## src/rtl/core/adsc_pkg.sv

```systemverilog
package adsc_pkg;

  localparam int MAX_SRC_WIDTH  = 256;
  localparam int MAX_SRC_HEIGHT = 256;
  localparam int MAX_BOX        = 8;

  localparam int ONE_Q    = 65536;
  localparam int FRAC_W   = 16;
  localparam int DIM_W    = 9;
  localparam int FIELD_W  = 8;
  localparam int ADDR_W   = $clog2(MAX_SRC_WIDTH * MAX_SRC_HEIGHT);
  localparam int PIX_W    = 4 * FIELD_W;
  localparam int NUM_W    = DIM_W + FRAC_W;
  localparam int INV_W    = $clog2(MAX_BOX * ONE_Q + 1);
  localparam int PROD_W   = DIM_W + INV_W;
  localparam int COORD_W  = 32;
  localparam int INT_W    = COORD_W - FRAC_W;
  localparam int WT_W     = FRAC_W + 1;
  localparam int WSUM_W   = $clog2((MAX_BOX + 1) * (MAX_BOX + 1) * ONE_Q + 1);
  localparam int SUM_W    = WSUM_W + FIELD_W;
  localparam int DCNT_W   = $clog2(NUM_W);
  localparam int QCNT_W   = $clog2(FIELD_W);
  localparam int CFG_IDX_W = 3;

  localparam int QUEUE_DEPTH = 2;
  localparam int QPTR_W      = $clog2(QUEUE_DEPTH);
  localparam int QCNT_FILL_W = $clog2(QUEUE_DEPTH + 1);

  typedef enum logic [CFG_IDX_W-1:0] {
    REG_SRC_WIDTH  = 3'd0,
    REG_SRC_HEIGHT = 3'd1,
    REG_DST_WIDTH  = 3'd2,
    REG_DST_HEIGHT = 3'd3,
    REG_HAS_ALPHA  = 3'd4,
    REG_SMOOTH     = 3'd5
  } cfg_idx_e;

  typedef enum logic {
    REQ_LOAD    = 1'b0,
    REQ_REQUEST = 1'b1
  } req_type_e;

  typedef struct packed {
    logic               req_type;
    logic [FIELD_W-1:0] col;
    logic [FIELD_W-1:0] row;
    logic [FIELD_W-1:0] in_red;
    logic [FIELD_W-1:0] in_green;
    logic [FIELD_W-1:0] in_blue;
    logic [FIELD_W-1:0] in_alpha;
  } in_item_t;

  typedef struct packed {
    logic [FIELD_W-1:0] out_red;
    logic [FIELD_W-1:0] out_green;
    logic [FIELD_W-1:0] out_blue;
    logic [FIELD_W-1:0] out_alpha;
    logic               no_samples;
    logic               rejected;
  } out_item_t;

  typedef struct packed {
    logic [DIM_W-1:0] src_width;
    logic [DIM_W-1:0] src_height;
    logic [DIM_W-1:0] dst_width;
    logic [DIM_W-1:0] dst_height;
    logic             has_alpha;
    logic             smooth;
  } cfg_t;

  typedef struct packed {
    logic valid;
    logic pop;
  } queue_ctl_t;

  typedef enum logic [3:0] {
    ST_IDLE,
    ST_DIV,
    ST_CHECK,
    ST_MUL_DW,
    ST_MUL_DH,
    ST_MUL_C,
    ST_MUL_R,
    ST_BOX,
    ST_SCAN,
    ST_DRAIN,
    ST_QUOT,
    ST_OUT
  } state_e;

endpackage

```

## src/rtl/core/adsc_queue.sv

```systemverilog
module adsc_queue (
  input  logic               clk_i,
  input  logic               rst_ni,
  input  logic               in_valid_i,
  output logic               in_ready_o,
  input  adsc_pkg::in_item_t in_data_i,
  output adsc_pkg::in_item_t item_o,
  input  adsc_pkg::queue_ctl_t ctl_i,
  output adsc_pkg::queue_ctl_t ctl_o
);

  adsc_pkg::in_item_t                    mem_q [adsc_pkg::QUEUE_DEPTH];
  logic [adsc_pkg::QPTR_W-1:0]           wr_ptr_q, wr_ptr_d, rd_ptr_q, rd_ptr_d;
  logic [adsc_pkg::QCNT_FILL_W-1:0]      cnt_q, cnt_d;
  logic                                  push, pop;

  assign in_ready_o = (cnt_q != adsc_pkg::QCNT_FILL_W'(adsc_pkg::QUEUE_DEPTH));
  assign push       = in_valid_i && in_ready_o;
  assign pop        = ctl_i.pop && (cnt_q != '0);
  assign item_o     = mem_q[rd_ptr_q];
  assign ctl_o.valid = (cnt_q != '0);
  assign ctl_o.pop   = pop;

  always_comb begin
    wr_ptr_d = wr_ptr_q;
    rd_ptr_d = rd_ptr_q;
    cnt_d    = cnt_q;
    if (push) begin
      wr_ptr_d = (wr_ptr_q == adsc_pkg::QPTR_W'(adsc_pkg::QUEUE_DEPTH - 1)) ? '0 : wr_ptr_q + 1'b1;
    end
    if (pop) begin
      rd_ptr_d = (rd_ptr_q == adsc_pkg::QPTR_W'(adsc_pkg::QUEUE_DEPTH - 1)) ? '0 : rd_ptr_q + 1'b1;
    end
    if (push && !pop) begin
      cnt_d = cnt_q + 1'b1;
    end else if (pop && !push) begin
      cnt_d = cnt_q - 1'b1;
    end
  end

  always_ff @(posedge clk_i or negedge rst_ni) begin
    if (!rst_ni) begin
      wr_ptr_q <= '0;
      rd_ptr_q <= '0;
      cnt_q    <= '0;
    end else begin
      wr_ptr_q <= wr_ptr_d;
      rd_ptr_q <= rd_ptr_d;
      cnt_q    <= cnt_d;
    end
  end

  always_ff @(posedge clk_i) begin
    if (push) begin
      mem_q[wr_ptr_q] <= in_data_i;
    end
  end

  a_fill_bound: assert property (@(posedge clk_i) disable iff (!rst_ni)
    cnt_q <= adsc_pkg::QCNT_FILL_W'(adsc_pkg::QUEUE_DEPTH))
    else $error("queue fill count beyond depth");

  a_pop_nonempty: assert property (@(posedge clk_i) disable iff (!rst_ni)
    (pop && !push) |=> (cnt_q == $past(cnt_q) - 1'b1))
    else $error("queue count did not drop on pop");

  a_push_full: assert property (@(posedge clk_i) disable iff (!rst_ni)
    (cnt_q == adsc_pkg::QCNT_FILL_W'(adsc_pkg::QUEUE_DEPTH)) |-> !push)
    else $error("queue written while full");

endmodule

```

## config.mk

```make
export PLATFORM = sky130hd
export DESIGN_NAME = adsc_queue
export DESIGN_NICKNAME = d
export VERILOG_FILES = /design/src/rtl/core/adsc_pkg.sv /design/src/rtl/core/adsc_queue.sv
export SDC_FILE = /design/constraint.sdc
export NUM_CORES = 1
export LEC_CHECK = 0
export BUFFER_PORTS_ARGS = -buffer_cell sky130_fd_sc_hd__buf_2
export CORE_UTILIZATION = 24
export CTS_CLUSTER_SIZE = 25
export DETAILED_ROUTE_END_ITERATION = 10
export PLACE_DENSITY = 0.42
export SYNTH_ARGS = -nofsm -noshare
export SYNTH_HDL_FRONTEND = slang
export SYNTH_SLANG_ARGS = --single-unit
```

## constraint.sdc

```tcl
create_clock -name clk_i -period 3.4 [get_ports clk_i]
set_input_delay 0.17 -clock clk_i [delete_from_list [all_inputs] [get_ports clk_i]]
set_output_delay 0.17 -clock clk_i [all_outputs]
set_load 0.02 [all_outputs]
```

### After elaboration in Yosys (flattened, before gate mapping)

Memory sizes are Yosys's and may differ from the RTL's.
Cells that the tools add are included.

* bits in registers: 4
* RAM bits: 98
* output and inout port bits: 52
* memories: 1

* add/subtract/negate cells: 4
* equal/unequal tests: 1
* muxes and demuxes: 6
* reductions and logical operators: 8

Memory list
* mem_q: depth 2, bits a word 49, rd ports 1, clocked after Yosys merged registers in 0, write ports 1, RTL line adsc_queue.sv:12 `adsc_pkg::in_item_t mem_q [adsc_pkg::QUEUE_DEPTH];`

Operator list (number)
* logical AND 1 bit: 4
* two-way mux 1 bit: 4
* two-way mux 2 bit: 2
* nonzero test 2 bit: 2
* adder 1 bit (second input constant): 2
* adder 2 x 1 -> 2 bit (second input constant): 1
* logical NOT 1 bit: 2
* != test 2 bit (second input constant): 1
* subtractor 2 x 1 -> 2 bit (second input constant): 1

### Logic depth before layout (Yosys ltp)

Gate-level depths: netlist (run 1).

* word-level depth: 6
* gate-level depth with buffers: 7
* mapped depth without buffers: 7

### Worst setup path before layout (run 1)

No wires, ideal clock.

* path kind: reg2reg
* start: reg cnt_q[0] (netlist bit)
* end: mem mem_q[0][0] (netlist bit) (enable)
* arrival time: 2.856 ns
* required time: 2.944 ns
* setup slack: 0.089 ns
* cell stages (with the launch flop): 4
* path through: dfrtp_1 nand2b_1 nand2_1 nor2_1

* word-level cells in the longest chain between the ends: 4

Ends and longest elaborated chain
* from (decl): RTL line adsc_queue.sv:14 `logic [adsc_pkg::QCNT_FILL_W-1:0] cnt_q, cnt_d;`
* from (signal assigned): RTL line adsc_queue.sv:49 `cnt_q <= cnt_d;`
* != test 2 bit: RTL line adsc_queue.sv:17 `assign in_ready_o = (cnt_q != adsc_pkg::QCNT_FILL_W'(adsc_pkg::QUEUE_DEPTH));`
* net in_ready_o: RTL line adsc_queue.sv:5 `output logic in_ready_o,`
* logical AND 1 bit: RTL line adsc_queue.sv:18 `assign push = in_valid_i && in_ready_o;`
* two-way mux 1 bit: RTL line adsc_queue.sv:54 `if (push) begin`
* two-way mux 1 bit (not written as such): RTL line adsc_queue.sv:55 `mem_q[wr_ptr_q] <= in_data_i;`
* to (decl): RTL line adsc_queue.sv:12

The timed path passes the listed nets, and every way through them passes these cells.

==> results of run 1 <==
==> final cells by class <==
class	instances	share of cell area, %
clock buffer	10	4.293
clock inverter	6	1.595
inverter	2	0.1407
multi-input combinational	62	15.69
sequential	102	57.12
tap	216	5.067
timing repair buffer	137	16.09
==> metal layers <==
layer	part of all wire, %	track usage, %	routed length (µm)	vias to the layer above
met1	41	9.610	2941	966
met5	0	0	0	-
li1	-	-	-	951
met3	6.8	3.369	490	13
met2	50	14.32	3554	65
met4	2.6	5.680	184	0
==> how the worst max path moves through the flow <==
stage          depth (start not counted)  slack, ns     start           end
2_1_floorplan                          3       0.09  cnt_q[0]   mem_q[0][0]
3_3_place_gp                           4       1.44  cnt_q[0]  mem_q[0][32]
3_5_place_dp                           4       1.45  cnt_q[0]  mem_q[0][47]
4_1_cts                                2       1.16  rd_ptr_q    item_o[29]
5_1_grt                                2       1.14  rd_ptr_q    item_o[29]
6_report                               2       1.24  rd_ptr_q    item_o[29]
==> critical path, stage by stage, from the launching register on <==
cell     delay (ns)
dfrtp_4        1.10
mux2_4         0.35
buf_2          0.17
==> through the flow <==
| step | util [%] | hold slack [ns] | setup slack, ns |
|---|---|---|---|
| after CTS | 33.15 | 0.0003304 | 1.157 |
| after floorplan | - | -0.1256 | 0.08858 |
| final | 33.22 | 0.01979 | 1.240 |
| after detailed placement | 29.33 | -0.01778 | 1.448 |
| after global routing | 33.22 | 0.001291 | 1.142 |
| after global placement | 29.33 | -0.01894 | 1.439 |
==> report_power, final <==
group | internal, mW | switching, mW | leakage (nW)
clock network | 0.644 | 0.438 | 0.151
registers | 1.72 | 0.248 | 0.956
logic | 0.747 | 0.752 | 1.01
total | 3.11 | 1.44 | 2.12
==> sequential cells by signal, indices dropped and copies added (netlist names) <==
name,cells
mem_q,98
cnt_q,2
rd_ptr_q,1
wr_ptr_q,1
==> cell families (layout without fill, tap and decap cells) <==
group | count (synthesis) | in the layout | synth area share, %
flops | 102 | 102 | 76.12
mux | 49 | 49 | 18.40
buf+inv | 9 | 155 | 3.161
simple gates | 7 | 7 | 0.9080
xor+xnor | 5 | 5 | 1.096
fa+ha+maj | 1 | 1 | 0.3129
==> synthesized netlist by cell type, drive strengths merged <==
cell / instances
ha: 1
and3: 1
edfxtp: 98
xor2: 2
nand2b: 1
xnor2: 3
buf: 7
dfrtp: 4
nand2: 2
or2: 1
nor2: 2
inv: 2
mux2: 49
==> timing repair <==
action / in CTS / in global routing
gates resized for setup: 0 / 0
setup buffers: 0 / 0
hold buffers: 30 / 1
hold endpoints to repair: 58 / 2
==> results.md, run 1 <==
* Core area at 16060 µm²
* Hold EP: mem_q[0][40]
* Total CTS buffers at 9
* Hold Path Origin: in_data_i[40]
* H-tree levels at 3
* Die Area at 17180 µm²
* R2r worst-path depth at 4
* Post-Route WL at 7170 µm
* Ranking of synthesized cells by area: edfxtp_1 74%, mux2_4 18%, buf_12 2.5%
* RSZ-0062 raised after global routing: false
* Slew margin rel. at 32.83%
* Starting Density at 24.89%
* Max Clk Rate at 0.4630 GHz
* Syn Nets at 228
* Clock Sinks at 102
* Fillers at 1603
* Most common cell after layout, fill and taps aside: buf_2
* Routed WL per cell at 13.40 µm
* Multi-input gate area at 837.1 µm²
* Total track usage at 8.787%
* Largest area contributor in the netlist: edfxtp_1
* Via density at 3.729
* VDD IR max at 0.3810 mV
* Commonest non-fill, non-tap cells in the layout: 104 x buf_2, 98 x edfxtp_1, 49 x mux2_4
* Startpoint Class: register
* Ant. Diodes at 0
* Mapped Cells at 173
* Fin. max-slew vios at 0
* WP data arrival at 1.99 ns
* Pre-Repair DR Iteration Count at 4
* Die height at 131.1 µm
* Hold WC Path Type: in2reg
* Final Hold Fails at 0
* Setup CP Type: reg2out
* CP Data Required Time at 3.23 ns
* Rows at 46
* First-pass GRT wire length at 10640 µm
* Sequential fraction of the synthesis area at 76.12%
* Number of global-route vias before repair at 2043
* Worst hold stages at 1
* Area grow syn2layout at 33.43%
* Area after DPL at 4710 µm²
* Power per standard cell area at 853.3 nW/µm²
* Status: finished, final reports clean
* YS warnings at 0
* Syn avg cell area at 23.11 µm²
* Worst skew pair latency at 0.34 ns
* Least-Margin Pin Slew at 1.008 ns
* Pwr Total at 4.551 mW
* Reg-to-reg endpoint: mem_q[0][42]
* FF+latch area at 3047 µm²
* Crit path time final at 2.160 ns
* Fin crit share at 63.52%
* Fin Setup TNS at 0 ns
* Bufs on Longest Clock Path at 2
* CTS tree: done
* # Max-Cap Violations at 0
* Critical path fanouts, max at 50
* GRT overflow at 0
* Boundary pin count at 106
* Placed Instances at 488
* DIE WIDTH at 131.1 µm
* Critical Path End Type: output port
* Reg clk slew, reported paths at 0.07 ns
* Vias at 1995
* Initial antenna violation count at 0
* Clk root buf: clkbuf_16
* Final Skew at 0.008082 ns
* Post-synth cell types at 16
* Final cell count without fillers at 535
* Placer congestion estimate at 0.6312
* Synthesized flop and latch total at 102
* DRT iter0 DRCs at 66
* Layout cells sized above 1 at 54.23%
* # nets final at 369
* Setup Viol. Count Final at 0
* R2r startpoint: cnt_q[0]
* Largest net degree at the start of global routing at 51
* IO buf count at 104
* Share of the synthesized area in the top cell type at 73.62%
* Routed Antenna Nets at 0
* Fin area at 5334 µm²
* Cell Area, Synth at 3998 µm²
* Hpwl dp at 4237 µm
* DRC viols at 0
* Flop2flop setup slack at 1.53 ns
* Leakage Power at 2.117 nW
No activity file was read; power rests on OpenSTA's default activity.
==> run 2, diff against run 1 <==
--- a/config.mk
+++ b/config.mk
@@ -5,6 +5,7 @@
 export SDC_FILE = /design/constraint.sdc
 export NUM_CORES = 1
 export LEC_CHECK = 0
+export ABC_AREA = 1
 export BUFFER_PORTS_ARGS = -buffer_cell sky130_fd_sc_hd__buf_2
 export CORE_UTILIZATION = 24
 export CTS_CLUSTER_SIZE = 25
==> constraint.sdc (replaced) <==
create_clock -name clk_i -period 2.05 [get_ports clk_i]
set_input_delay 0.1025 -clock clk_i [delete_from_list [all_inputs] [get_ports clk_i]]
set_output_delay 0.1025 -clock clk_i [all_outputs]
set_load 0.02 [all_outputs]
==> run 2 against run 1 <==
Flip-flop and latch count stayed put. Area after synthesis is 3.7% lower. Routed wire length is 11% higher. Die area is 3.6% lower. Setup slack worse by 0.89 ns. Critical path type unchanged.
==> results.md, run 2 <==
* Status: finished, final reports clean
* H-tree levels at 3
* CP most frequent cell: nand2_1
* DRT iter0 DRCs at 113
* Fin Setup TNS at 0 ns
* R2r worst-path depth at 5
* Vias at 2513
* Fin. max-slew vios at 0
* Setup Viol. Count Final at 0
* Top delay family on crit path: buffers and inverters
* IO buf count at 104
* Synth cell count leaders: 154 x nand2_1, 98 x edfxtp_1, 6 x buf_4, 6 x buf_6
* WP data arrival at 1.60 ns
* Cell count along the critical path at 4
* Crit path buf inv count at 2
* Least-Margin Pin Slew at 0.5872 ns
* Boundary pin count at 106
* Max incr delay on CP at 0.43 ns
* Commonest non-fill, non-tap cells in the layout: 154 x nand2_1, 104 x buf_2, 98 x edfxtp_1
* First-pass GRT wire length at 12160 µm
* Fin crit share at 82.94%
* Bufs on Longest Clock Path at 2
* Area grow syn2layout at 38.53%
* Number of global-route vias before repair at 2453
* Placed Instances at 595
* Mapped Cells at 287
* FF+latch area at 3044 µm²
* Final Skew at 0.002882 ns
* Multi-input gate area at 676.9 µm²
* # Max-Cap Violations at 0
* Critical Path End Type: output port
* Die Area at 16560 µm²
* Async SR Flop Fraction at 3.922%
* Total CTS buffers at 9
* Fillers at 1572
* Most common cell after layout, fill and taps aside: nand2_1
* YS warnings at 0
* Crit path time final at 1.700 ns
* Initial antenna violation count at 0
* Worst hold stages at 4
* Total track usage at 10.06%
* DRC viols at 0
* Largest area contributor in the netlist: edfxtp_1
* Most flops, register: mem_q
* Startpoint Class: register
* Synthesized flop and latch total at 102
* VDD IR max at 0.7432 mV
* Clk root buf: clkbuf_16
* Sequential fraction of the synthesis area at 79.01%
* Power per standard cell area at 1350 nW/µm²
* Final Hold Fails at 0
* Final cell count without fillers at 659
* Syn avg cell area at 13.42 µm²
* Setup CP Type: reg2out
* Leakage Power at 2.262 nW
* Rows at 45
* Share of the synthesized area in the top cell type at 76.41%
* Pwr Total at 7.201 mW
* CP Data Required Time at 1.95 ns
* Post-cts resize count at 0
* Cell Area, Synth at 3851 µm²
* Die height at 128.7 µm
* Crit-path cells: inv_4, nand2_1, nand2_1, buf_2
* Hpwl dp at 4657 µm
* Slew margin rel. at 60.85%
* Ant. Diodes at 0
* Reg clk slew, reported paths at 0.06 ns
* Core area at 15430 µm²
* RSZ-0062 raised after global routing: false
* Starting Density at 24.96%
* Clock Sinks at 102
* Most used DFF post-synth: edfxtp_1
* Max reg flops at 98
* GRT overflow at 0
* Largest net degree at the start of global routing at 51
* CTS tree: done
* Syn Nets at 342
* DIE WIDTH at 128.7 µm
* Core Util, Final at 34.58%
* Post-Route WL at 7974 µm
* Worst hold slack at 0.06505 ns
* Largest registers: mem_q: 98 flops, cnt_q: 2 flops
* CP max-delay cell: dfrtp_2
* Post-synth EDFFs at 98
* Count leader, synth: nand2_1
* Via density at 3.813
* Max Clk Rate at 0.5882 GHz
* Placer congestion estimate at 0.6593
* Routed WL per cell at 12.10 µm
* Routed Antenna Nets at 0
* Post-CTS Hold Fix Bufs at 50
* # nets final at 500
* Worst skew pair latency at 0.34 ns
* Postcts setup bufs at 0
* Hold WC Path Type: in2reg
* Ranking of synthesized cells by area: edfxtp_1 76%, nand2_1 15%, dfrtp_1 2.6%
* Critical path fanouts, max at 50
* Post-synth cell types at 17
* Pre-Repair DR Iteration Count at 4
* Layout cells sized above 1 at 29.02%
-- run 2: cell type report --
class | count | area share, %
multi-input combinational | 165 | 12.69
inverter | 8 | 0.6332
clock inverter | 4 | 0.3049
tap | 211 | 4.948
clock buffer | 10 | 4.292
timing repair buffer | 159 | 20.08
sequential | 102 | 57.06
-- run 2: cells by family after synthesis --
logic type | after synthesis | share of synthesized area, %
xor gates and xnor gates | 2 | 0.4549
adders and majority gates | 1 | 0.3248
buffers and inverters | 20 | 3.801
DFF | 102 | 79.01
and+or+nand+nor | 162 | 16.41
-- run 2: stage by stage --
stage	setup slack, ns	instance area [µm²]
3_5_place_dp	0.5700	4589
5_1_grt	0.1916	5335
2_1_floorplan	-0.3083	3856
3_3_place_gp	0.5857	4589
4_1_cts	0.2708	5335
6_report	0.3498	5335
-- run 2: worst register-to-register path, cell delays in order, from the launching register on --
cell     delay [ns]
dfrtp_1        0.39
inv_2          0.08
nand2_2        0.08
nand2_4        0.08
nor2_4         0.09
buf_4          0.37
-- run 2: routing by layer --
layer | global-route usage [%] | vias to the layer above | wire, µm
li1 | - | 1267 | -
met1 | 10.83 | 1169 | 3439
met2 | 17.42 | 71 | 3929
met3 | 4.699 | 6 | 518
met4 | 3.322 | 0 | 87
met5 | 0 | - | 0
-- run 2: worst paths after layout --
| kind | from | endpoint | slack, ns |
|---|---|---|---|
| worst min-delay path | ctl_i[0] | rd_ptr_q | 0.07 |
| min in group asynchronous | rst_ni | rd_ptr_q | 0.09 |
| worst max-delay path | rd_ptr_q | item_o[17] | 0.35 |
| worst max register to register | cnt_q[0] | mem_q[0][6] | 0.60 |
| max in group asynchronous | rst_ni | rd_ptr_q | 1.82 |
| worst min register to register | cnt_q[0] | cnt_q[0] | 0.51 |
-- run 2: report_power, final --
| part | total [mW] | internal (mW) | switching, mW |
|---|---|---|---|
| clock | 1.46 | 0.794 | 0.668 |
| combinational | 2.76 | 0.821 | 1.94 |
| sequential | 2.98 | 2.85 | 0.124 |
